$ cat config.mk
export PLATFORM = sky130hd
export DESIGN_NAME = rsas_ctrl
export DESIGN_NICKNAME = d
export VERILOG_FILES = /design/src/rtl/core/rsas_pkg.sv /design/src/rtl/core/rsas_ctrl.sv
export SDC_FILE = /design/constraint.sdc
export NUM_CORES = 1
export LEC_CHECK = 0
export BUFFER_PORTS_ARGS = -buffer_cell sky130_fd_sc_hd__buf_2
export CAP_MARGIN = 10
export CORE_AREA = 2 2 39 41
export CTS_CLUSTER_SIZE = 12
export DETAILED_ROUTE_END_ITERATION = 10
export DIE_AREA = 0 0 41 43
export GPL_TIMING_DRIVEN = 0
export PLACE_DENSITY = 0.65
export SYNTH_ARGS = -nofsm -noshare
export SYNTH_HDL_FRONTEND = slang
export SYNTH_SLANG_ARGS = --single-unit
export TNS_END_PERCENT = 30
$ cat constraint.sdc
create_clock -name aclk -period 3.3 [get_ports aclk]
set_clock_uncertainty 0.2 [all_clocks]
set_input_delay 0.66 -clock aclk [delete_from_list [all_inputs] [get_ports aclk]]
set_output_delay 0.66 -clock aclk [all_outputs]
set_load 0.01 [all_outputs]
$ cat src/rtl/core/rsas_pkg.sv
// ----------------------------------------------------------------------------
// Rotated sorted array search: shared package
// Widths, handshake field layout, controller states and the command and
// status bundles that pass between the controller and the datapath.
// ----------------------------------------------------------------------------
package rsas_pkg;

    localparam int DATA_W      = 32;
    localparam int POS_W       = 10;
    localparam int DEPTH_DEF   = 1024;
    localparam int S_TDATA_W   = 32;
    localparam int S_TUSER_W   = 2;
    localparam int M_TDATA_W   = 16;
    localparam int M_TUSER_W   = 1;

    typedef enum logic {
        OP_LOAD   = 1'b0,
        OP_SEARCH = 1'b1
    } op_t;

    typedef enum logic [3:0] {
        ST_IDLE,
        ST_HEAD,
        ST_ROT_RD,
        ST_ROT_CMP,
        ST_PICK,
        ST_LB_RD,
        ST_LB_CMP,
        ST_FIN_RD,
        ST_FIN_CMP,
        ST_EMIT
    } state_t;

    typedef enum logic [1:0] {
        RD_ZERO,
        RD_MID,
        RD_LO
    } rd_sel_t;

    typedef struct packed {
        logic    capture;
        logic    wr;
        logic    res_clear;
        logic    res_ovf;
        logic    head_load;
        logic    rot_init;
        logic    rot_step;
        logic    pick;
        logic    lb_step;
        logic    res_check;
        logic    out_load;
        rd_sel_t rd_sel;
    } dp_cmd_t;

    typedef struct packed {
        logic count_zero;
        logic count_full;
        logic lo_lt_hi;
        logic lo_lt_bound;
    } dp_status_t;

    // Address bits for a store of the given depth (at least one).
    function automatic int addr_bits(input int depth);
        return (depth > 1) ? $clog2(depth) : 1;
    endfunction

    // Bits for a count that runs from zero up to the depth itself.
    function automatic int count_bits(input int depth);
        return $clog2(depth + 1);
    endfunction

endpackage

$ cat src/rtl/core/rsas_ctrl.sv
// ----------------------------------------------------------------------------
// Rotated sorted array search: controller
// Sequences loads and the two binary searches and owns the result valid.
// ----------------------------------------------------------------------------
module rsas_ctrl (
    input  logic                 aclk,
    input  logic                 aresetn,
    input  logic                 s_tvalid,
    output logic                 s_tready,
    input  rsas_pkg::op_t        s_op,
    input  logic                 s_first,
    output logic                 m_tvalid,
    input  logic                 m_tready,
    input  rsas_pkg::dp_status_t status,
    output rsas_pkg::dp_cmd_t    cmd
);

    rsas_pkg::state_t state_reg, state_next;
    logic m_tvalid_reg, m_tvalid_next;
    logic out_free;

    assign out_free = !m_tvalid_reg || m_tready;

    always_comb begin
        state_next = state_reg;
        unique case (state_reg)
            rsas_pkg::ST_IDLE: begin
                if (s_tvalid) begin
                    if (s_op == rsas_pkg::OP_SEARCH) begin
                        state_next = status.count_zero ? rsas_pkg::ST_EMIT
                                                       : rsas_pkg::ST_HEAD;
                    end else if (!s_first && status.count_full) begin
                        state_next = rsas_pkg::ST_EMIT;
                    end
                end
            end
            rsas_pkg::ST_HEAD:    state_next = rsas_pkg::ST_ROT_RD;
            rsas_pkg::ST_ROT_RD:  state_next = status.lo_lt_hi ? rsas_pkg::ST_ROT_CMP
                                                               : rsas_pkg::ST_PICK;
            rsas_pkg::ST_ROT_CMP: state_next = rsas_pkg::ST_ROT_RD;
            rsas_pkg::ST_PICK:    state_next = rsas_pkg::ST_LB_RD;
            rsas_pkg::ST_LB_RD:   state_next = status.lo_lt_hi ? rsas_pkg::ST_LB_CMP
                                                               : rsas_pkg::ST_FIN_RD;
            rsas_pkg::ST_LB_CMP:  state_next = rsas_pkg::ST_LB_RD;
            rsas_pkg::ST_FIN_RD:  state_next = status.lo_lt_bound ? rsas_pkg::ST_FIN_CMP
                                                                  : rsas_pkg::ST_EMIT;
            rsas_pkg::ST_FIN_CMP: state_next = rsas_pkg::ST_EMIT;
            rsas_pkg::ST_EMIT: begin
                if (out_free) begin
                    state_next = rsas_pkg::ST_IDLE;
                end
            end
            default:              state_next = rsas_pkg::ST_IDLE;
        endcase
    end

    always_comb begin
        cmd        = '0;
        cmd.rd_sel = rsas_pkg::RD_ZERO;
        unique case (state_reg)
            rsas_pkg::ST_IDLE: begin
                // Element zero is read here so that it is ready in ST_HEAD.
                if (s_tvalid) begin
                    cmd.capture = 1'b1;
                    if (s_op == rsas_pkg::OP_SEARCH) begin
                        cmd.res_clear = 1'b1;
                    end else if (s_first || !status.count_full) begin
                        cmd.wr = 1'b1;
                    end else begin
                        cmd.res_ovf = 1'b1;
                    end
                end
            end
            rsas_pkg::ST_HEAD: begin
                cmd.head_load = 1'b1;
                cmd.rot_init  = 1'b1;
            end
            rsas_pkg::ST_ROT_RD:  cmd.rd_sel = rsas_pkg::RD_MID;
            rsas_pkg::ST_ROT_CMP: cmd.rot_step = 1'b1;
            rsas_pkg::ST_PICK:    cmd.pick = 1'b1;
            rsas_pkg::ST_LB_RD:   cmd.rd_sel = rsas_pkg::RD_MID;
            rsas_pkg::ST_LB_CMP:  cmd.lb_step = 1'b1;
            rsas_pkg::ST_FIN_RD:  cmd.rd_sel = rsas_pkg::RD_LO;
            rsas_pkg::ST_FIN_CMP: cmd.res_check = 1'b1;
            rsas_pkg::ST_EMIT:    cmd.out_load = out_free;
            default:              cmd.rd_sel = rsas_pkg::RD_ZERO;
        endcase
    end

    always_comb begin
        m_tvalid_next = m_tvalid_reg;
        if (cmd.out_load) begin
            m_tvalid_next = 1'b1;
        end else if (m_tready) begin
            m_tvalid_next = 1'b0;
        end
    end

    always_ff @(posedge aclk) begin
        if (!aresetn) begin
            state_reg    <= rsas_pkg::ST_IDLE;
            m_tvalid_reg <= 1'b0;
        end else begin
            state_reg    <= state_next;
            m_tvalid_reg <= m_tvalid_next;
        end
    end

    assign s_tready = (state_reg == rsas_pkg::ST_IDLE);
    assign m_tvalid = m_tvalid_reg;

endmodule

==> flow_summary.yaml <==
timing:
  drv_slew: 0
  tns_ns: 0
  fin_ws_ns: 1.013
  timing.fmax_mhz: 437.2
  holdWs_ns: 0.4705
  period_needed_ns: 2.287
  worstMarginPinSlew_ns: 0.2905
  timing.final.crit_share_pct: 69.31
  hold_viol: 0
  rsz0062_at_grt: "no"
  finalSetupViolCount: 0
  slew_headroom_pct: 80.61
cts:
  cts_tree: "yes"
  cts-resized-gates: 0
  cts_root_buffer: "clkbuf_4"
  cts_buffers: 3
  cts_sinks: 5
  h-tree-depth: 1
  clk_path_buf_depth: 2
  cts_hold_buf: 0
  cts.reportedPaths.clkPinSlew_ns: 0.05
  cts_setup_buffers: 0
  clk_latency_ns: 0.25
synth:
  synth.largest_area_cell: "dfxtp_1"
  synth.yosys.seq_area_share_pct: 23.05
  synthCells: 57
  ys_top_cells_by_area: "dfxtp_1, a21oi_1, buf_4, nor3b_1, nor4_4"
  synthArstFlopShare_pct: 0
  ys_ff_latch: 5
  synth_area_per_cell_um2: 7.617
  synth_top_area_share_pct: 23.05
  synth_top_cells_by_count: "a21oi_1, dfxtp_1, nor2_1, nor3_1"
  yosys_warnings: 0
  synth_fp_nets: 67
  ys_types: 29
  synth_edf_count: 0
  ys.flop_type: "dfxtp_1"
  synth_area_um2: 434.2
global_routing:
  grt_pass1_vias: 428
  overflow: 0
  grt_first_pass_wirelength_um: 1787
  track_usage_pct: 14.44
  antenna_found_initial: 0
  grt_max_degree: 11
place:
  postPlaceCellArea_um2: 574.3
  dpl.cell_count: 97
  hpwl_um: 792.5
  pre_cts_ws_ns: 1.137
  gp_congestion: 0.7770
  portBuffers: 24
routing:
  ant_nets: 0
  vias: 523
  routed_via_density: 5.178
  wl_per_cell_um: 10.74
  drcViolationCount: 0
  first_iter_violations: 12
  dr.pass1.iters: 4
  drt_wl_total_um: 1085
min_path:
  hold_depth: 3
  min_path_type: "reg2reg"
  min_to: "state_reg[3]$_SDFFE_PN0P_"
  worstHoldStart: "m_tvalid$_SDFFE_PN0P_"
run:
  max-cap-violations: 0
outcome:
  status: "completed"
final_layout:
  antenna_cells: 0
  area_growth_pct: 38.33
  design_area_um2: 600.6
  largest_reg_flops: 4
  final_nets: 96
  drive_above_1_share_pct: 41.18
  utilization_pct: 43.40
  final_cells: 101
  fillerInstances: 144
setup_path:
  r2r_end: "state_reg[0]$_SDFFE_PN0P_"
  critPathMaxFanout: 6
  r2r_cells: 4
  arrival_ns: 1.43
  endpoint_kind: "primary output"
  crit_type: "reg2out"
  reg2reg_slack_ns: 1.83
  reg2reg_from: "state_reg[3]$_SDFFE_PN0P_"
  cp.required_ns: 2.44
  critPathLaunchType: "flip-flop"
power:
  power.density_mw_per_mm2: 805.3
  p_leak_nw: 0.2952
  peakVddDrop_uv: 416.7
  finalPower_mw: 0.4837
die:
  rows: 14
  die_h_um: 43
  fp.dieW_um: 41
  initial_core_util_pct: 31.37
  dieArea_mm2: 0.001763
  io_pins: 25
  core_area_mm2: 0.001384
## cells in the final DEF, fill, tap and decap left out, types with 2 or more instances in the layout
cell / synthesis / layout
dfxtp_1: 5 / 5
buf_2: 2 / 26
nor3_1: 4 / 4
a211oi_1: 2 / 2
nor2_1: 4 / 4
nor3b_1: 3 / 3
clkbuf_4: 0 / 3
nand3b_1: 2 / 2
a21oi_1: 5 / 5
nand2_1: 3 / 3
inv_1: 3 / 3
nor2b_1: 3 / 3
o31ai_1: 2 / 2
buf_4: 3 / 3
## report_power, final
part | leakage (nW) | switching (mW) | internal (mW)
clock | 0.0150 | 0.0265 | 0.0458
combinational | 0.239 | 0.156 | 0.144
sequential | 0.0409 | 0.0322 | 0.0792
## area by class of cell
type	instances	area, um^2	share of cell area, %
Multi-Input combinational cell	43	279.0	46.46
Timing Repair Buffer	24	120.1	20.00
Sequential cell	5	100.1	16.67
Buffer	6	43.79	7.292
Clock buffer	4	26.28	4.375
Tap cell	16	20.02	3.333
Inverter	3	11.26	1.875
## how the worst max path moves through the flow
stage	slack [ns]	cells past startpoint	endpoint	startpoint
global placement	1.15	5	cmd[2]	m_tready
CTS	0.99	4	cmd[11]	state_reg[3]$_SDFFE_PN0P_
detailed placement	1.14	5	cmd[2]	m_tready
global route	0.87	4	cmd[8]	state_reg[0]$_SDFFE_PN0P_
finish	1.01	4	cmd[8]	state_reg[0]$_SDFFE_PN0P_
floorplan	1.25	3	cmd[9]	state_reg[0]$_SDFFE_PN0P_
## layer usage
layer | part of all wire, % | vias up | global-route usage, % | wire [um]
li1 | - | 266 | - | -
met1 | 48 | 235 | 20.19 | 523
met2 | 45 | 22 | 19.69 | 486
met3 | 7.0 | 0 | 4.712 | 76
met4 | 0 | 0 | 6.000 | 0
met5 | 0 | - | 0 | 0
## cells by family (layout without fill, tap and decap cells)
group           count (synthesis)  after routing  synth area share [%]
buf+inv                         9             37                 12.68
compound gates                 14             14                 20.46
simple gates                   29             29                 43.81
flops                           5              5                 23.06
## critical path, stage by stage (launching register included)
cell and delay, ns:
dfxtp_1 0.45, or2b_1 0.29, nor3_1 0.19, buf_4 0.14, buf_2 0.12
Power figures use the tool's default switching activity.
